[config.mk]
export PLATFORM = sky130hd
export DESIGN_NAME = hnpt_front
export DESIGN_NICKNAME = d
export VERILOG_FILES = /design/src/rtl/core/hnpt_pkg.sv /design/src/rtl/core/hnpt_front.sv
export SDC_FILE = /design/constraint.sdc
export NUM_CORES = 1
export LEC_CHECK = 0
export BUFFER_PORTS_ARGS = -buffer_cell sky130_fd_sc_hd__buf_4
export CORE_MARGIN = 1
export CORE_UTILIZATION = 36
export CTS_CLUSTER_SIZE = 24
export DETAILED_ROUTE_END_ITERATION = 12
export PLACE_DENSITY = 0.6
export SYNTH_ARGS = -nofsm -noshare
export SYNTH_HDL_FRONTEND = slang
export SYNTH_SLANG_ARGS = --single-unit
export TNS_END_PERCENT = 1
[constraint.sdc]
create_clock -name clk -period 7.1 [get_ports clk]
set_input_delay 1.42 -clock clk [delete_from_list [all_inputs] [get_ports clk]]
set_output_delay 1.42 -clock clk [all_outputs]
set_load 0.03 [all_outputs]
[src/rtl/core/hnpt_pkg.sv]
package hnpt_pkg;

  localparam int TABLE_DEPTH = 64;
  localparam int SLOT_W      = (TABLE_DEPTH > 1) ? $clog2(TABLE_DEPTH) : 1;
  localparam int CNT_W       = $clog2(TABLE_DEPTH + 1);
  localparam int KEY_W       = 128;
  localparam int PTR_W       = 32;
  localparam int QUEUE_DEPTH = 2;

  localparam logic [31:0] SEED_A   = 32'h688B_A2BA;
  localparam logic [31:0] SEED_B   = 32'hF64A_71D5;
  localparam logic [31:0] MISS_PTR = 32'hFFFF_FFFF;

  typedef enum logic [1:0] {
    STAT_HIT    = 2'd0,
    STAT_APPEND = 2'd1,
    STAT_MISS   = 2'd2,
    STAT_FULL   = 2'd3
  } status_t;

  typedef enum logic [1:0] {
    BK_IDLE,
    BK_SEARCH,
    BK_FINISH
  } back_state_t;

  typedef struct packed {
    logic        req_type;
    logic        has_char;
    logic [7:0]  char_code;
    logic        name_end;
    logic [31:0] pointer_value;
  } in_item_t;

  typedef struct packed {
    logic [1:0]  status;
    logic [31:0] pointer_out;
    logic [5:0]  entry_slot;
  } out_item_t;

  // One table request, formed when the symbol name closes.
  typedef struct packed {
    logic             lookup;
    logic [KEY_W-1:0] key;
    logic [PTR_W-1:0] pointer;
  } table_req_t;

  function automatic logic [31:0] rotl(input logic [31:0] v, input int unsigned s);
    rotl = (v << s) | (v >> (32 - s));
  endfunction

  // One character step of the name hash: returns {a, b}.
  function automatic logic [63:0] hash_step(input logic [31:0] a, input logic [31:0] b,
                                            input logic [7:0] ch);
    logic [31:0] c;
    logic [31:0] a1;
    logic [31:0] b1;
    c  = {{24{ch[7]}}, ch};
    a1 = rotl(a + c, 3);
    b1 = rotl(b ^ c, 7);
    hash_step = {a1 + b1, rotl(b1 + c, 3)};
  endfunction

endpackage

[src/rtl/core/hnpt_front.sv]
module hnpt_front
  import hnpt_pkg::*;
(
  input  logic       clk,
  input  logic       rst,
  input  logic       item_valid,
  output logic       item_ready,
  input  in_item_t   item,
  output logic       push_valid,
  input  logic       push_ready,
  output table_req_t push_data
);

  logic [31:0] hash_a;
  logic [31:0] hash_b;
  logic [63:0] library_key;
  logic        in_symbol;
  logic [63:0] stepped;
  logic [31:0] a_cur;
  logic [31:0] b_cur;
  logic        accept;

  // The queue has room for a request whenever an item is taken.
  assign item_ready = push_ready;
  assign accept     = item_valid && item_ready;

  assign stepped = hash_step(hash_a, hash_b, item.char_code);
  assign a_cur   = item.has_char ? stepped[63:32] : hash_a;
  assign b_cur   = item.has_char ? stepped[31:0]  : hash_b;

  assign push_valid        = accept && item.name_end && in_symbol;
  assign push_data.lookup  = item.req_type;
  assign push_data.key     = {library_key, a_cur, b_cur};
  assign push_data.pointer = item.pointer_value;

  always_ff @(posedge clk) begin
    if (rst) begin
      hash_a      <= SEED_A;
      hash_b      <= SEED_B;
      library_key <= '0;
      in_symbol   <= 1'b0;
    end else if (accept) begin
      if (item.name_end) begin
        hash_a    <= SEED_A;
        hash_b    <= SEED_B;
        in_symbol <= !in_symbol;
        if (!in_symbol) begin
          library_key <= {a_cur, b_cur};
        end
      end else begin
        hash_a <= a_cur;
        hash_b <= b_cur;
      end
    end
  end

endmodule

==> flow_metrics.env, run 1 <==
export IMPL_status="finished with violations"
export IMPL_violations="setup timing"
export IMPL_seq_area_frac_synth=0.237
export IMPL_drive_above_1_share=0.323
export IMPL_end_kind="output pin"
export IMPL_comb_power_share=0.575
export IMPL_grt_busiest_layer="met2"
export IMPL_power_share_clock=0.229
export IMPL_muxShareOfSynthArea=0.0436
export IMPL_critical_path_arrival_ns=6.12
export IMPL_first_pass_iters=6
export IMPL_clock_latency_ns=0.43
export IMPL_gp_congestion=0.963
export IMPL_grt_max_degree=100
export IMPL_synth_common_cells="168 x nor2_1, 148 x nand2_1, 129 x dfxtp_1"
export IMPL_final_max_slew_viol_count=0
export IMPL_power_switching_mw=1.68
export IMPL_grt_pass1_vias=11600
export IMPL_regArea_mm2=0.00258
export IMPL_drt_wl_total_um=43000
export IMPL_critPathLaunch="item[33]"
export IMPL_switching_share=0.408
export IMPL_synth_ff_type="dfxtp_1"
export IMPL_coreArea_mm2=0.0297
export IMPL_cts_buffers=17
export IMPL_dieArea_mm2=0.0309
export IMPL_synthSimpleGateAreaFrac=0.191
export IMPL_ys_top_cells_by_area="dfxtp_1 24%, ha_1 11%, xnor2_1 5.9%"
export IMPL_dp_hpwl_um=32200
export IMPL_placed_cells=2091
export IMPL_num_antenna_cells=0
export IMPL_clkTransAtPathRegs_ns=0.06
export IMPL_period_share=1.06
export IMPL_met2_usage=0.470
export IMPL_num_vias=12000
export IMPL_worst_slew_pin_slew_ns=1.10
export IMPL_multi_input_area_mm2=0.00818
export IMPL_antenna_found_initial=0
export IMPL_grt_pass1_wl_um=65000
export IMPL_initial_core_util=0.366
export IMPL_synth_top_cell_area_share=0.237
export IMPL_synthDistinctLibCells=79
export IMPL_ys_seq_elements=129
export IMPL_max_freq_mhz=133
export IMPL_crit_type="input port to output pin"
export IMPL_rows=63
export IMPL_fin_util=0.516
export IMPL_reg2reg_from="hash_a[0]$_SDFFE_PP0P_"
export IMPL_die_y_um=176
export IMPL_synth_top_area_cell="dfxtp_1"
export IMPL_syn_avg_cell_area_um2=7.60
export IMPL_clkSinkCount=129
export IMPL_yosysMostFrequentCell="nor2_1"
export IMPL_max_cap_violations=0
export IMPL_reg2reg_depth=28
export IMPL_irDropWorstVdd_uv=177
export IMPL_fin_nets=1899
export IMPL_hold_viol_final=0
export IMPL_yosysWarnings=0
export IMPL_fillCellCount=2890
export IMPL_die_w_um=176
export IMPL_syn_cell_area_mm2=0.0109
export IMPL_avgRoutedWirePerCell_um=19.9
export IMPL_p_leak_nw=6.97
export IMPL_slew_limit_headroom=0.268
export IMPL_root_buffer="clkbuf_16"
export IMPL_grtUsageTotal=0.273
export IMPL_yosys_area_share_adder=0.111
export IMPL_synth_compound_area_frac=0.256
export IMPL_drcViolationCount=0
export IMPL_crit_end="push_data[94]"
export IMPL_fin_ws_ns=-0.442
export IMPL_fin_area_mm2=0.0153
export IMPL_reg2reg_slack_ns=1.82
export IMPL_drtAntennaViolNets=0
export IMPL_area_delta_synth_final_pct=41.0
export IMPL_start_kind="input port"
export IMPL_synth_xor_area_frac=0.0885
export IMPL_path_max_fanout=6
export IMPL_place_area_mm2=0.0137
export IMPL_required_ns=5.68
export IMPL_clockBufferDepth=2
export IMPL_synth_nets=1575
export IMPL_intPower_mw=2.44
export IMPL_setup_viol=24
export IMPL_layoutNonFillerInstCount=2159
export IMPL_io_buffers=143
export IMPL_met3_usage=0.0372
export IMPL_grt_overflow_total=0
export IMPL_p_seq_frac=0.196
export IMPL_synth_edf_count=0
export IMPL_worstHoldPathType="flop to flop"
export IMPL_grtUsageMet1=0.346
export IMPL_synth_async_reset_ratio=0
export IMPL_synth_top_family_by_area="compound AO/OA/AOI/OAI gates"
export IMPL_period_minus_slack_ns=7.54
export IMPL_post_drt_via_cell_ratio=5.53
export IMPL_grt_setup_unrepaired="true"
export IMPL_clock_skew_ns=0.0114
export IMPL_power_mw=4.12
export IMPL_r2r_end="hash_a[18]$_SDFFE_PP0P_"
export IMPL_io_pins=210
export IMPL_syn_inst=1433
export IMPL_h_tree_depth=4
export IMPL_drtIter0Drc=712
export IMPL_p_per_area_mw_per_mm2=268
export IMPL_cts_tree="yes"
-- critical path, stage by stage --
cell	delay, ns
buf_8	0.11
ha_4	0.16
fa_2	0.36
a211oi_2	0.24
buf_4	0.16
o21ai_4	0.05
a21o_1	0.23
a221oi_4	0.35
nor3_4	0.07
buf_4	0.14
buf_4	0.12
buf_4	0.12
buf_4	0.12
buf_4	0.12
buf_4	0.13
buf_4	0.13
buf_4	0.13
buf_4	0.13
buf_4	0.12
nand2b_1	0.16
a21oi_1	0.20
xnor2_1	0.21
ha_4	0.30
a21oi_1	0.17
a21oi_2	0.05
xor2_1	0.16
mux2_4	0.28
buf_4	0.17
-- logic make-up (layout without fill, tap and decap cells) --
| group | count (synthesis) | in the layout |
|---|---|---|
| buffers and inverters | 174 | 510 |
| XOR/XNOR | 110 | 110 |
| flip-flops | 129 | 129 |
| adder cells (fa/ha/maj) | 95 | 95 |
| AO/OA/AOI/OAI | 412 | 412 |
| AND/OR/NAND/NOR | 469 | 469 |
| multiplexers | 44 | 44 |
-- cell usage in the layout (no fill, tap or decap), types with 24 or more instances in the layout --
master      n
nor3_1     41
xor2_1     34
inv_1      61
buf_4     384
o211ai_1   28
a21o_1     31
dfxtp_1   129
a211oi_1   28
o21ai_0    44
nand2_1   143
a21oi_1    77
xnor2_1    66
nand3_1    34
o21ai_1    24
a22oi_1    25
nor2_1    163
ha_1       79
-- routing by layer --
| metal | vias to the layer above | wire, um |
|---|---|---|
| met2 | 401 | 20700 |
| met4 | 0 | 1420 |
| met5 | - | 0 |
| met3 | 83 | 2130 |
| li1 | 5758 | - |
| met1 | 5708 | 18700 |
-- timing repair --
action	in CTS	in global routing
setup buffers	28	10
endpoints found under the setup margin	28	30
pin swaps	48	47
resized for setup	84	50
hold endpoints to repair	0	0
gates cloned	0	1
hold buffers	0	0
-- state kept, by name, summed over array words and instances (netlist names) --
| name | count |
|---|---|
| library_key | 64 |
| hash_a | 32 |
| hash_b | 32 |
| in_symbol | 1 |
-- power groups by stage --
stage          Clock (mW)  Sequential [mW]  Combinational (mW)
2_1_floorplan           0            0.843                1.19
3_3_place_gp            0            0.819                2.08
3_5_place_dp            0            0.820                2.09
4_1_cts             0.950            0.806                2.25
5_1_grt             0.980            0.811                2.52
6_report            0.942            0.807                2.37
-- final cells by class --
class	count	share of cell area
repair buffers	409	0.209
clock inverters	8	0.00815
flip-flops and latches	129	0.168
multi-input cells	1130	0.533
well taps	390	0.0318
clock buffers	23	0.0325
inverters	70	0.0171
-- how the worst min path moves through the flow --
stage,start,to,cells past startpoint
floorplan,in_symbol$_SDFFE_PP0P_,in_symbol$_SDFFE_PP0P_,2
global placement,library_key[5]$_SDFFE_PP0P_,library_key[5]$_SDFFE_PP0P_,2
detailed placement,library_key[55]$_SDFFE_PP0P_,library_key[55]$_SDFFE_PP0P_,2
CTS,library_key[55]$_SDFFE_PP0P_,library_key[55]$_SDFFE_PP0P_,2
global route,library_key[20]$_SDFFE_PP0P_,library_key[20]$_SDFFE_PP0P_,2
finish,library_key[55]$_SDFFE_PP0P_,library_key[55]$_SDFFE_PP0P_,2
-- per-stage QoR --
step	TNS [ns]	hold slack (ns)	setup WS [ns]
2_1_floorplan	-0.380	0.454	-0.0653
3_3_place_gp	-13.81	0.445	-0.759
3_5_place_dp	-16.48	0.448	-0.921
4_1_cts	-6.19	0.457	-0.415
5_1_grt	-11.79	0.475	-0.642
6_report	-6.59	0.451	-0.442
Power figures use the tool's default switching activity.
==> run 2, diff against run 1 <==
Settings changed: CORE_UTILIZATION 36 to 50, PLACE_DENSITY 0.6 to 0.78.
==> run 2 against run 1 <==
Compared with the run above: the run still ends with setup timing left; power decreased by 2.7%; die area decreased by 28%; sequential share of layout area increased by 0.75 points; setup slack got worse by 0.0057 ns; cell count decreased by 6.9%; combinational power decreased by 4%; core utilization increased by 18 points; global-route usage increased by 8.4 points; critical path type unchanged; clock power decreased by 1%; first-iteration DRC count increased by 39%; worst hold slack improved by 0.0043 ns.
==> flow_metrics.env, run 2 (synthesis results as in run 1) <==
export IMPL_status="finished with violations"
export IMPL_violations="setup timing"
export IMPL_die_w_um=150
export IMPL_clkTransAtPathRegs_ns=0.06
export IMPL_start_kind="input port"
export IMPL_rows=53
export IMPL_drtIter0Drc=993
export IMPL_dp_hpwl_um=30800
export IMPL_place_area_mm2=0.0135
export IMPL_required_ns=5.68
export IMPL_post_drt_via_cell_ratio=5.94
export IMPL_clock_skew_ns=0.0139
export IMPL_drive_above_1_share=0.301
export IMPL_layoutNonFillerInstCount=2010
export IMPL_clock_latency_ns=0.43
export IMPL_dieArea_mm2=0.0224
export IMPL_drtAntennaViolNets=0
export IMPL_max_freq_mhz=132
export IMPL_avgRoutedWirePerCell_um=19.9
export IMPL_die_y_um=150
export IMPL_setup_viol=24
export IMPL_max_stage_delay_ns=0.36
export IMPL_grt_pass1_wl_um=61000
export IMPL_clockBufferDepth=2
export IMPL_cts_buffers=17
export IMPL_worstHoldPathType="flop to flop"
export IMPL_largest_register_ffs=64
export IMPL_p_leak_nw=6.70
export IMPL_root_buffer="clkbuf_16"
export IMPL_top_register="library_key"
export IMPL_final_cell_mix="360 x buf_4, 164 x nor2_1, 145 x nand2_1, 129 x dfxtp_1, 82 x ha_1"
export IMPL_path_max_fanout=8
export IMPL_hold_viol_final=0
export IMPL_period_share=1.06
export IMPL_whs_ns=0.456
export IMPL_r2r_end="hash_a[18]$_SDFFE_PP0P_"
export IMPL_reg2reg_from="hash_a[0]$_SDFFE_PP0P_"
export IMPL_drcViolationCount=0
export IMPL_hold_end="library_key[20]$_SDFFE_PP0P_"
export IMPL_coreArea_mm2=0.0212
export IMPL_num_vias=11900
export IMPL_fin_util=0.695
export IMPL_max_cap_violations=0
export IMPL_num_antenna_cells=0
export IMPL_area_delta_synth_final_pct=35.0
export IMPL_p_per_area_mw_per_mm2=273
export IMPL_layout_commonest_cell="buf_4"
export IMPL_clkSinkCount=129
export IMPL_drt_wl_total_um=40100
export IMPL_dpl_worst_slack_ns=-0.805
export IMPL_reg_top3="library_key (64), hash_a (32), hash_b (32)"
export IMPL_io_buffers=143
export IMPL_h_tree_depth=4
export IMPL_end_kind="output pin"
export IMPL_critical_path_arrival_ns=6.13
export IMPL_grt_overflow_total=0
export IMPL_cts_tree="yes"
export IMPL_placed_cells=1969
export IMPL_reg2reg_slack_ns=1.73
export IMPL_cpMaxStageDelayCell="fa_2"
export IMPL_antenna_found_initial=1
export IMPL_cp_common_cell="buf_4"
export IMPL_irDropWorstVdd_uv=205
export IMPL_hold_start="library_key[20]$_SDFFE_PP0P_"
export IMPL_worst_slew_pin_slew_ns=1.05
export IMPL_fin_ws_ns=-0.448
export IMPL_hold_depth=2
export IMPL_grtUsageTotal=0.357
export IMPL_reg2reg_depth=29
export IMPL_io_pins=210
export IMPL_initial_core_util=0.515
export IMPL_grt_max_degree=68
export IMPL_fin_area_mm2=0.0147
export IMPL_grt_setup_unrepaired="true"
export IMPL_grt_pass1_vias=11300
export IMPL_fin_nets=1865
export IMPL_final_max_slew_viol_count=0
export IMPL_period_minus_slack_ns=7.55
export IMPL_crit_type="input port to output pin"
export IMPL_first_pass_iters=5
export IMPL_gp_congestion=0.974
export IMPL_slew_limit_headroom=0.302
## run 2: cell count changes in the layout (fill, tap and decap cells not counted), moves of 3 or more
cell	change
buf_6	-7
mux2_2	+9
o21ai_1	+3
clkinv_4	+3
a21oi_2	-3
ha_1	+3
a21oi_1	+4
clkbuf_8	-5
mux2_4	-9
buf_4	-24
## run 2: through the flow
step | TNS, ns | power (mW)
6_report | -6.53 | 4.01
5_1_grt | -12.41 | 4.18
4_1_cts | -5.15 | 3.91
3_5_place_dp | -14.92 | 2.89
3_3_place_gp | -11.81 | 2.87
2_1_floorplan | -0.380 | 2.03
## run 2: worst max path at each step
stage / to / depth (start not counted) / slack (ns) / startpoint
2_1_floorplan: push_data[88] / 23 / -0.07 / item[40]
3_3_place_gp: push_data[81] / 25 / -0.69 / item[40]
3_5_place_dp: push_data[88] / 26 / -0.81 / item[40]
4_1_cts: push_data[95] / 25 / -0.41 / item[33]
5_1_grt: push_data[95] / 24 / -0.69 / item[40]
6_report: push_data[76] / 27 / -0.45 / item[40]
## run 2: report_power, final
| group | total (mW) | internal [mW] | switching [mW] | leakage (nW) |
|---|---|---|---|---|
| Sequential | 0.805 | 0.764 | 0.0406 | 1.05 |
| Clock | 0.929 | 0.558 | 0.371 | 0.297 |
| Combinational | 2.27 | 1.01 | 1.27 | 5.35 |
## run 2: worst max-delay path: cells and delay by family
kind / cells / cell delay [ns]
compound gates: 10 / 1.55
xor+xnor: 1 / 0.28
buf+inv: 7 / 0.93
simple gates: 5 / 0.71
mux: 1 / 0.28
fa+ha+maj: 3 / 0.92
## run 2: layer usage
| layer | wire [um] | GRT usage |
|---|---|---|
| met1 | 15600 | 0.418 |
| met4 | 2230 | 0.211 |
| met5 | 0 | 0 |
| met2 | 19400 | 0.605 |
| met3 | 2850 | 0.0643 |
## run 2: final cells by class
| cell class | count | area (um^2) |
|---|---|---|
| timing repair buffer | 375 | 2880 |
| fill | 1712 | 6460 |
| clock inverter | 14 | 183 |
| clock buffer | 17 | 425 |
| inverter | 70 | 263 |
| tap | 275 | 344 |
| multi-input combinational | 1130 | 8010 |
| sequential | 129 | 2580 |
## run 2: repair_timing
| item | 4_1_cts | 5_1_grt |
|---|---|---|
| pin swaps | 40 | 26 |
| setup endpoints to repair | 31 | 33 |
| hold buffers | 0 | 0 |
| setup buffers | 6 | 4 |
| cloned | 0 | 0 |
| resized for setup | 61 | 28 |
