<file path="src/rtl/core/hnpt_pkg.sv">
package hnpt_pkg;

  localparam int TABLE_DEPTH = 64;
  localparam int SLOT_W      = (TABLE_DEPTH > 1) ? $clog2(TABLE_DEPTH) : 1;
  localparam int CNT_W       = $clog2(TABLE_DEPTH + 1);
  localparam int KEY_W       = 128;
  localparam int PTR_W       = 32;
  localparam int QUEUE_DEPTH = 2;

  localparam logic [31:0] SEED_A   = 32'h688B_A2BA;
  localparam logic [31:0] SEED_B   = 32'hF64A_71D5;
  localparam logic [31:0] MISS_PTR = 32'hFFFF_FFFF;

  typedef enum logic [1:0] {
    STAT_HIT    = 2'd0,
    STAT_APPEND = 2'd1,
    STAT_MISS   = 2'd2,
    STAT_FULL   = 2'd3
  } status_t;

  typedef enum logic [1:0] {
    BK_IDLE,
    BK_SEARCH,
    BK_FINISH
  } back_state_t;

  typedef struct packed {
    logic        req_type;
    logic        has_char;
    logic [7:0]  char_code;
    logic        name_end;
    logic [31:0] pointer_value;
  } in_item_t;

  typedef struct packed {
    logic [1:0]  status;
    logic [31:0] pointer_out;
    logic [5:0]  entry_slot;
  } out_item_t;

  // One table request, formed when the symbol name closes.
  typedef struct packed {
    logic             lookup;
    logic [KEY_W-1:0] key;
    logic [PTR_W-1:0] pointer;
  } table_req_t;

  function automatic logic [31:0] rotl(input logic [31:0] v, input int unsigned s);
    rotl = (v << s) | (v >> (32 - s));
  endfunction

  // One character step of the name hash: returns {a, b}.
  function automatic logic [63:0] hash_step(input logic [31:0] a, input logic [31:0] b,
                                            input logic [7:0] ch);
    logic [31:0] c;
    logic [31:0] a1;
    logic [31:0] b1;
    c  = {{24{ch[7]}}, ch};
    a1 = rotl(a + c, 3);
    b1 = rotl(b ^ c, 7);
    hash_step = {a1 + b1, rotl(b1 + c, 3)};
  endfunction

endpackage

</file>
<file path="src/rtl/core/hnpt_queue.sv">
module hnpt_queue
  import hnpt_pkg::*;
(
  input  logic       clk,
  input  logic       rst,
  input  logic       push_valid,
  output logic       push_ready,
  input  table_req_t push_data,
  output logic       pop_valid,
  input  logic       pop_ready,
  output table_req_t pop_data
);

  localparam int QP_W = (QUEUE_DEPTH > 1) ? $clog2(QUEUE_DEPTH) : 1;
  localparam int QC_W = $clog2(QUEUE_DEPTH + 1);

  table_req_t       slots [QUEUE_DEPTH];
  logic [QP_W-1:0]  wr_ptr;
  logic [QP_W-1:0]  rd_ptr;
  logic [QC_W-1:0]  fill;
  logic             do_push;
  logic             do_pop;

  assign push_ready = fill != QC_W'(QUEUE_DEPTH);
  assign pop_valid  = fill != '0;
  assign pop_data   = slots[rd_ptr];
  assign do_push    = push_valid && push_ready;
  assign do_pop     = pop_valid && pop_ready;

  always_ff @(posedge clk) begin
    if (do_push) begin
      slots[wr_ptr] <= push_data;
    end
  end

  always_ff @(posedge clk) begin
    if (rst) begin
      wr_ptr <= '0;
      rd_ptr <= '0;
      fill   <= '0;
    end else begin
      if (do_push) begin
        wr_ptr <= (wr_ptr == QP_W'(QUEUE_DEPTH - 1)) ? '0 : wr_ptr + QP_W'(1);
      end
      if (do_pop) begin
        rd_ptr <= (rd_ptr == QP_W'(QUEUE_DEPTH - 1)) ? '0 : rd_ptr + QP_W'(1);
      end
      if (do_push && !do_pop) begin
        fill <= fill + QC_W'(1);
      end else if (do_pop && !do_push) begin
        fill <= fill - QC_W'(1);
      end
    end
  end

endmodule

</file>
<file path="config.mk">
export PLATFORM = sky130hd
export DESIGN_NAME = hnpt_queue
export DESIGN_NICKNAME = d
export VERILOG_FILES = /design/src/rtl/core/hnpt_pkg.sv /design/src/rtl/core/hnpt_queue.sv
export SDC_FILE = /design/constraint.sdc
export NUM_CORES = 1
export LEC_CHECK = 0
export BUFFER_PORTS_ARGS = -buffer_cell sky130_fd_sc_hd__buf_2
export CELL_PAD_IN_SITES_DETAIL_PLACEMENT = 1
export CELL_PAD_IN_SITES_GLOBAL_PLACEMENT = 2
export CORE_MARGIN = 2
export CORE_UTILIZATION = 42
export DETAILED_ROUTE_END_ITERATION = 8
export MAX_ROUTING_LAYER = met4
export PLACE_DENSITY_LB_ADDON = 0.1
export SLEW_MARGIN = 0
export SYNTH_ARGS = -nofsm -noshare
export SYNTH_HDL_FRONTEND = slang
export SYNTH_SLANG_ARGS = --single-unit
</file>
<file path="constraint.sdc">
create_clock -name clk -period 11.5 [get_ports clk]
set_input_delay 1.15 -clock clk [delete_from_list [all_inputs] [get_ports clk]]
set_output_delay 1.15 -clock clk [all_outputs]
set_load 0.1 [all_outputs]
</file>
==> flow_summary_export.csv, run 1 <==
group,metric,value,unit
status,status,"finished, final reports clean",
detailed_routing,drt_first_pass_iters,4,
synthesis,syn_inst,525,
detailed_routing,viasPerCell,4.78,
synthesis,synth.distinct_cells,19,
detailed_routing,num_vias,6178,
synthesis,synth_top_area_cell,"edfxtp_1",
timing,period_share,0.375,
synthesis,yosys_warnings,0,
timing,worst_hold_slack,527,ps
timing,relSlewSlack,0.180,
synthesis,synth_most_common_cell,"edfxtp_1",
layout,area_growth,25.5,%
timing,min_period,4320,ps
clock_network,cts_tree,"yes",
setup_path,worstSetupEndpointType,"primary output",
floorplan,initial_core_util,0.426,
detailed_routing,drcViolationCount,0,
floorplan,die_w,174,microns
synthesis,ys_seq_elements,327,
synthesis,ys_top_cells_by_area,"edfxtp_1 (79%), mux2_4 (11%), mux2_2 (6.6%)",
setup_path,start_kind,"flip-flop",
floorplan,core_area,28600,sq um
timing,skew,8.07,ps
setup_path,arrival,3170,ps
timing,worst_pin_slew,1230,ps
synthesis,synth_edf_count,322,
clock_network,clock_path_buffers,3,
clock_network,clk_pin_slew,60,ps
global_route,gr-total-overflow,0,
synthesis,yosysSeqAreaShare,0.801,
clock_network,clk_latency,500,ps
min_path,hp-class,"reg -> reg",
timing,setup_viol,0,
clock_network,cts_buffers,36,
detailed_routing,routedWlPerCell,20.5,microns
floorplan,rows,62,
global_route,antenna_found_initial,8,
synthesis,synthesis.area,12200,sq um
timing,fin_tns_setup,0,ps
synthesis,netlist.area_leader.share,0.792,
placed_design,globalplace.congestion,0.734,
floorplan,die_h,174,microns
synthesis,syn-num-nets,691,
clock_network,cts_max_level,2,
timing,rsz0062_at_grt,"no",
placed_design,hpwl,18200,microns
synthesis,yosys-top-cells-count,"edfxtp_1 (322), mux2_4 (90), mux2_2 (71), buf_6 (11), buf_2 (7)",
layout,layout.nets,1042,
floorplan,die_area,30400,sq um
clock_network,ctsResizeCount,0,
layout,drive_gt1_frac,0.604,
run,maxCapViolations,0,
setup_path,path_max_fanout,66,
clock_network,cts_setup_buffers,0,
placed_design,portBuffers,327,
clock_network,hold_buffers,0,
detailed_routing,drt_iter0_markers,358,
setup_path,crit_required,10350,ps
global_route,grt_pass1_wl,40000,microns
global_route,grtUsageTotal,0.179,
clock_network,cts_sinks,327,
detailed_routing,drt-total-wl,26500,microns
clock_network,cts-root-buf,"clkbuf_16",
min_path,holdPathStages,2,
timing,fmax,232,MHz
synthesis,synthFlopType,"edfxtp_1",
synthesis,ys_async_sr_fraction,0,
timing,slew_viol_final,0,
detailed_routing,ant_nets,0,
floorplan,num_io_pins,328,
global_route,grt_max_degree,88,
timing,hold_viol_final,0,
setup_path,reg2reg_depth,3,
global_route,grt_pass1_vias,6918,
synthesis,postSynthAreaPerCell,23.2,sq um
setup_path,path_class,"reg -> out",
-- path summary, 6_finish.rpt --
check                           slack (ps)       endpoint      start
worst max-delay path                  7180  pop_data[156]  flip-flop
worst min register to register         530         rd_ptr     rd_ptr
worst max register to register        8350   slots[1][24]    fill[0]
worst min-delay path                   530         rd_ptr     rd_ptr
-- cell families after synthesis --
group | Yosys count | share of synthesized area
simple gates | 9 | 0.00410
buf+inv | 19 | 0.0133
fa+ha+maj | 1 | 0.00103
compound gates | 5 | 0.00246
xor+xnor | 3 | 0.00215
mux | 161 | 0.176
flops | 327 | 0.801
-- cells in the final DEF, fill, tap and decap left out, drive strengths merged --
| master | count |
|---|---|
| nor2 | 3 |
| edfxtp | 322 |
| a21bo | 1 |
| or2 | 1 |
| clkinvlp | 2 |
| and3 | 1 |
| dfxtp | 5 |
| bufinv | 2 |
| o21ai | 2 |
| buf | 331 |
| a21oi | 2 |
| inv | 1 |
| diode | 9 |
| and2 | 1 |
| mux2 | 161 |
| ha | 1 |
| or3 | 1 |
| clkbuf | 42 |
| nand3b | 1 |
| xor2 | 3 |
| nand2b | 1 |
| clkinv | 16 |
-- sequential cells by signal, summed over array words and instances, names as in the netlist, named ones only --
register,flops
fill,2
slots,322
wr_ptr,1
rd_ptr,1
-- critical path, stage by stage (launching register included) --
cell and delay (ps):
dfxtp_4 1080, buf_4 810, mux2_2 310, buf_2 420
-- routing by layer --
metal	global-route usage	up-vias	wire [microns]
met5	-	-	0
met4	0.0581	0	598
met3	0.0437	45	1900
met2	0.306	234	13700
met1	0.208	3083	10400
li1	-	2816	-
-- metrics by stage --
| stage | util | setup slack [ps] | area [sq um] | instances |
|---|---|---|---|---|
| finish | 0.535 | 7180 | 15300 | 1293 |
| global placement | 0.496 | 7650 | 14200 | 1222 |
| detailed placement | 0.496 | 7610 | 14200 | 1222 |
| floorplan | - | 5850 | 12200 | 525 |
| CTS | 0.534 | 7060 | 15300 | 1284 |
| global route | 0.535 | 6960 | 15300 | 1292 |
-- area by class of cell --
type                    count  area, sq um
inverters                   1         8.76
flip-flops and latches    327         9770
repair buffers            331         1670
diodes                      9         22.5
multi-input cells         179         2270
fillers                  2654        13300
clock inverters            20          143
well taps                 384          480
clock buffers              42          945
Power of run 1 is not shown: default switching activity piles up to over one toggle a cycle in this logic, so the estimate is an artifact.
==> run 2: changes to the inputs <==
--- a/config.mk
+++ b/config.mk
@@ -9,7 +9,7 @@
 export CELL_PAD_IN_SITES_DETAIL_PLACEMENT = 1
 export CELL_PAD_IN_SITES_GLOBAL_PLACEMENT = 2
 export CORE_MARGIN = 2
-export CORE_UTILIZATION = 42
+export CORE_UTILIZATION = 35
 export DETAILED_ROUTE_END_ITERATION = 8
 export MAX_ROUTING_LAYER = met4
 export PLACE_DENSITY_LB_ADDON = 0.1
==> constraint.sdc (replaced) <==
create_clock -name clk -period 3.6 [get_ports clk]
set_input_delay 0.36 -clock clk [delete_from_list [all_inputs] [get_ports clk]]
set_output_delay 0.36 -clock clk [all_outputs]
set_load 0.1 [all_outputs]
==> run 2 against run 1 <==
  * Utilization fell by 8.5 points
  * Global-route usage fell by 2.8 points
  * First-iteration DRC count fell by 29%
  * Register-to-register slack got worse by 7100 ps
  * Critical path depth did not move
  * Largest cell class unchanged
==> flow_summary_export.csv, run 2 (synthesis results as in run 1) <==
group,metric,value,unit
clock_network,clk_pin_slew,60,ps
global_route,grt_max_degree,70,
layout,nFillCells,3367,
detailed_routing,drcViolationCount,0,
floorplan,num_io_pins,328,
detailed_routing,routedWlPerCell,19.8,microns
placed_design,portBuffers,327,
floorplan,die_area,36400,sq um
layout,area_growth,27.2,%
floorplan,initial_core_util,0.354,
timing,rsz0062_at_grt,"no",
layout,layout.nets,1048,
status,status,"finished, final reports clean",
layout,drive_gt1_frac,0.606,
timing,relSlewSlack,0.348,
timing,hold_viol_final,0,
clock_network,cts_buffers,37,
timing,setup_viol,0,
detailed_routing,ant_nets,0,
layout,largestRegisters,"slots: 322 flops, fill: 2 flops",
timing,period_share,0.787,
layout,layout_common_cells,"buf_2 (327), edfxtp_1 (322), mux2_4 (90)",
layout,final_common_cell,"buf_2",
floorplan,die_h,191,microns
detailed_routing,drt_iter0_markers,254,
timing,min_period,2830,ps
layout,seq_area,9770,sq um
global_route,gr-total-overflow,0,
global_route,grt_pass1_wl,40000,microns
clock_network,clock_path_buffers,3,
clock_network,cts_max_level,2,
floorplan,rows,68,
min_path,hp-class,"in -> reg",
clock_network,clk_latency,500,ps
timing,skew,14.3,ps
run,maxCapViolations,0,
global_route,grtUsageTotal,0.151,
clock_network,cts_sinks,327,
clock_network,hold_buffers,0,
clock_network,cts-root-buf,"clkbuf_16",
floorplan,die_w,191,microns
layout,multi_input_area,2280,sq um
layout,largest_reg_flops,322,
global_route,grt_pass1_vias,6790,
setup_path,path_class,"reg -> out",
timing,slew_viol_final,0,
setup_path,start_kind,"flip-flop",
detailed_routing,num_vias,6114,
detailed_routing,drt-total-wl,27100,microns
layout,regMostFlops,"slots",
timing,fin_tns_setup,0,ps
setup_path,arrival,2470,ps
floorplan,core_area,34500,sq um
setup_path,worstSetupEndpointType,"primary output",
global_route,antenna_found_initial,11,
timing,fmax,353,MHz
timing,worst_pin_slew,979,ps
detailed_routing,drt_first_pass_iters,4,
setup_path,path_max_fanout,59,
clock_network,ctsResizeCount,0,
placed_design,hpwl,18600,microns
clock_network,cts_tree,"yes",
setup_path,crit_required,3240,ps
placed_design,globalplace.congestion,0.770,
detailed_routing,viasPerCell,4.46,
clock_network,cts_setup_buffers,0,
[run 2: cell types whose count changed in the layout (fill, tap and decap cells not counted), sizes merged]
| cell | previous run | this run |
|---|---|---|
| buf | 331 | 336 |
| bufinv | 2 | 3 |
| clkbuf | 42 | 47 |
| clkinv | 16 | 12 |
| clkinvlp | 2 | 1 |
| diode | 9 | 11 |
| inv | 1 | 0 |
[run 2: layout make-up]
type                            count  share of cell area
Timing Repair Buffer              336               0.113
Sequential cell                   327               0.630
Clock buffer                       47              0.0621
Antenna cell                       11             0.00177
Inverter                            1            0.000484
Tap cell                          455              0.0367
Multi-Input combinational cell    179               0.147
Clock inverter                     15             0.00903
[run 2: path summary, 6_finish.rpt]
path | from | slack (ps) | end | cells after the start
setup reg to reg | fill[0] | 1220 | slots[0][76] | 5
hold / removal | push_data[60] | 50 | slots[0][60] | 1
setup / recovery | flip-flop | 770 | pop_data[24] | 3
hold reg to reg | rd_ptr | 500 | rd_ptr | 2
[run 2: metrics by stage]
step	instances	hold WS (ps)	utilization	worst slack [ps]	cell area, sq um
global placement	1298	490	0.418	1270	14400
global route	1371	23.5	0.450	645	15500
CTS	1360	17.5	0.450	687	15500
detailed placement	1298	497	0.418	1190	14400
finish	1371	48.5	0.450	768	15500
floorplan	525	425	-	-45.9	12200
[run 2: worst max-delay path: stages, from the launching register on]
cell and delay [ps]:
dfxtp_4 760, buf_12 440, mux2_2 400, buf_2 300
[run 2: metal layers]
layer | GRT usage | vias up | wire length [microns]
li1 | - | 2828 | -
met1 | 0.171 | 3021 | 10600
met2 | 0.249 | 224 | 13500
met3 | 0.0585 | 41 | 2510
met4 | 0.0435 | 0 | 481
met5 | - | - | 0
Power of run 2 is left out for the same reason.
==> run 3: changes to the inputs <==
--- a/config.mk
+++ b/config.mk
@@ -5,6 +5,7 @@
 export SDC_FILE = /design/constraint.sdc
 export NUM_CORES = 1
 export LEC_CHECK = 0
+export ABC_AREA = 1
 export BUFFER_PORTS_ARGS = -buffer_cell sky130_fd_sc_hd__buf_2
 export CELL_PAD_IN_SITES_DETAIL_PLACEMENT = 1
 export CELL_PAD_IN_SITES_GLOBAL_PLACEMENT = 2
==> constraint.sdc (replaced) <==
create_clock -name clk -period 2.5 [get_ports clk]
set_input_delay 0.25 -clock clk [delete_from_list [all_inputs] [get_ports clk]]
set_output_delay 0.25 -clock clk [all_outputs]
set_load 0.1 [all_outputs]
==> run 3 against run 2 <==
  * Clock skew increased by 1.3 ps
  * Critical path depth stayed put
  * Via count rose by 11%
  * Sequential cell count unchanged
  * Synthesized cell count up 2.5%
  * Worst setup slack got worse by 610 ps
  * Register-to-register slack worse by 330 ps
  * Routed wire length increased by 2.3%
  * First-iteration DRC count up 9.8%
  * Hold slack worse by 11 ps
  * Clock-buffer cell count up 1
  * Global-route usage rose by 0.31 points
==> flow_summary_export.csv, run 3 <==
group,metric,value,unit
status,status,"finished, final reports clean",
layout,drive_gt1_frac,0.510,
detailed_routing,drcViolationCount,0,
timing,slew_viol_final,0,
synthesis,syn_inst,538,
setup_path,worstSetupEndpointType,"primary output",
placed_design,post_dp_cell_area,14500,sq um
clock_network,cts_setup_buffers,0,
placed_design,preCtsSetupSlack,646,ps
synthesis,ys_async_sr_fraction,0,
detailed_routing,drt-total-wl,27700,microns
power,vdd_ir_drop_max,0.724,mV
placed_design,hpwl,18300,microns
timing,setup_slack,154,ps
min_path,holdPathStages,4,
clock_network,clock_path_buffers,3,
setup_path,crit_path_max_incr_delay,560,ps
placed_design,numPlacedInstances,1315,
floorplan,initial_core_util,0.355,
synthesis,synthFlopType,"edfxtp_1",
timing,setup_viol,0,
setup_path,crit_chain,"buf_4, mux2_4, buf_2",
layout,largest_reg_flops,322,
timing,min_period,2350,ps
layout,layout.nets,1225,
timing,fmax,426,MHz
floorplan,die_w,191,microns
layout,largestRegisters,"slots: 322 flops, fill: 2 flops",
min_path,min_to,"fill[1]",
setup_path,reg2reg_from,"fill[0]",
layout,layout_common_cells,"buf_2 (327), edfxtp_1 (322), dlygate4sd3_1 (161)",
detailed_routing,drt_iter0_markers,279,
clock_network,clk_pin_slew,60,ps
timing,fin_tns_setup,0,ps
timing,rsz0062_at_grt,"no",
synthesis,syn-num-nets,704,
synthesis,yosys-top-cells-count,"edfxtp_1 (322), mux2_4 (90), mux2_2 (71), buf_6 (11), nand2_1 (9)",
detailed_routing,num_vias,6758,
layout,final_common_cell,"buf_2",
synthesis,netlist.area_leader.share,0.791,
setup_path,r2r-end,"slots[0][63]",
clock_network,cts_sinks,327,
setup_path,critPathSlowestCell,"dfxtp_4",
floorplan,die_area,36400,sq um
power,power,21.0,mW
layout,regMostFlops,"slots",
global_route,gr-total-overflow,0,
setup_path,path_class,"reg -> out",
setup_path,start_kind,"flip-flop",
timing,worst_pin_slew,595,ps
run,maxCapViolations,0,
detailed_routing,viasPerCell,4.39,
layout,layout.cells.non_filler,1541,
layout,stdcell_area,17200,sq um
layout,fin_util,0.498,
floorplan,core_area,34500,sq um
layout,area_growth,40.5,%
placed_design,globalplace.congestion,0.728,
setup_path,crit_required,2250,ps
synthesis,postSynthAreaPerCell,22.7,sq um
global_route,grt_pass1_wl,41700,microns
clock_network,cts_buffers,36,
setup_path,path_buf_inv,2,
floorplan,die_h,191,microns
clock_network,cts_max_level,2,
synthesis,yosys_warnings,0,
floorplan,rows,68,
power,power_density,1220,nW/um^2
timing,relSlewSlack,0.603,
synthesis,synthesis.area,12200,sq um
floorplan,num_io_pins,328,
detailed_routing,routedWlPerCell,18.0,microns
global_route,grt_max_degree,90,
setup_path,arrival,2100,ps
placed_design,portBuffers,327,
clock_network,clk_latency,510,ps
global_route,grtUsageTotal,0.154,
setup_path,cp_top_family,"buffers and inverters",
synthesis,ys_top_cells_by_area,"edfxtp_1 (79%), mux2_4 (11%), mux2_2 (6.5%)",
setup_path,rrSetupSlack,890,ps
timing,worst_hold_slack,37.3,ps
timing,skew,15.6,ps
setup_path,path_max_fanout,17,
detailed_routing,drt_first_pass_iters,4,
global_route,antenna_found_initial,1,
clock_network,cts_tree,"yes",
setup_path,reg2reg_depth,5,
global_route,grt_pass1_vias,7587,
synthesis,synth_top_area_cell,"edfxtp_1",
min_path,holdCritStartpoint,"rst",
clock_network,cts-root-buf,"clkbuf_16",
detailed_routing,ant_nets,0,
power,p_leak,6.62,nW
synthesis,synth_edf_count,322,
timing,hold_viol_final,0,
synthesis,synth_most_common_cell,"edfxtp_1",
synthesis,synth.distinct_cells,14,
timing,period_share,0.938,
synthesis,yosysSeqAreaShare,0.800,
synthesis,ys_seq_elements,327,
min_path,hp-class,"in -> reg",
-- run 3: cell types whose count changed after synthesis, moves of 2 or more --
cell	change
inv_1	+7
nand3_1	+2
xor2_1	-3
nand2_1	+9
nor2_1	+4
-- run 3: kinds of logic (layout without fill, tap and decap cells) --
logic type	Yosys count	count (layout)	synth area share
mux	161	161	0.176
compound gates	4	4	0.00164
fa+ha+maj	1	1	0.00102
buf+inv	26	573	0.0155
flops	327	327	0.800
other cells	0	1	0
simple gates	19	19	0.00625
-- run 3: cell type report --
type | count | area (sq um)
Inverter | 8 | 32.5
Sequential cell | 327 | 9770
Clock inverter | 16 | 77.6
Clock buffer | 48 | 967
Tap cell | 455 | 569
Fill cell | 3310 | 17300
Timing Repair Buffer | 501 | 3430
Antenna cell | 1 | 2.50
Multi-Input combinational cell | 185 | 2310
-- run 3: layer usage --
metal / GRT usage / part of all wire / vias up
li1: - / - / 3175
met1: 0.177 / 0.39 / 3321
met2: 0.264 / 0.51 / 215
met3: 0.0438 / 0.077 / 47
met4: 0.0411 / 0.018 / 0
met5: - / 0 / -
-- run 3: report_power, final --
| part | total [mW] | internal [mW] | switching, mW |
|---|---|---|---|
| Sequential | 7.17 | 6.94 | 0.234 |
| Combinational | 9.08 | 1.92 | 7.16 |
| Clock | 4.72 | 2.72 | 2.00 |
| Total | 21.0 | 11.6 | 9.40 |
-- run 3: worst max path at each step --
stage          startpoint       endpoint  slack (ps)  depth (start not counted)
2_1_floorplan     fill[0]    slots[0][0]        -960                          4
3_3_place_gp    flip-flop  pop_data[127]         670                          3
3_5_place_dp    flip-flop  pop_data[129]         650                          3
4_1_cts         flip-flop  pop_data[129]         100                          3
5_1_grt         flip-flop  pop_data[127]          50                          3
6_report        flip-flop   pop_data[98]         150                          3
-- run 3: repair_timing --
action	in CTS	in global routing
hold endpoints to repair	322	0
resized for setup	0	0
hold buffers	161	0
-- run 3: tightest hold or removal path: stages --
cell,delay (ps)
buf_2,70
inv_1,60
nand2_1,70
nor2_1,30
No activity file was read; power rests on OpenSTA's default activity.
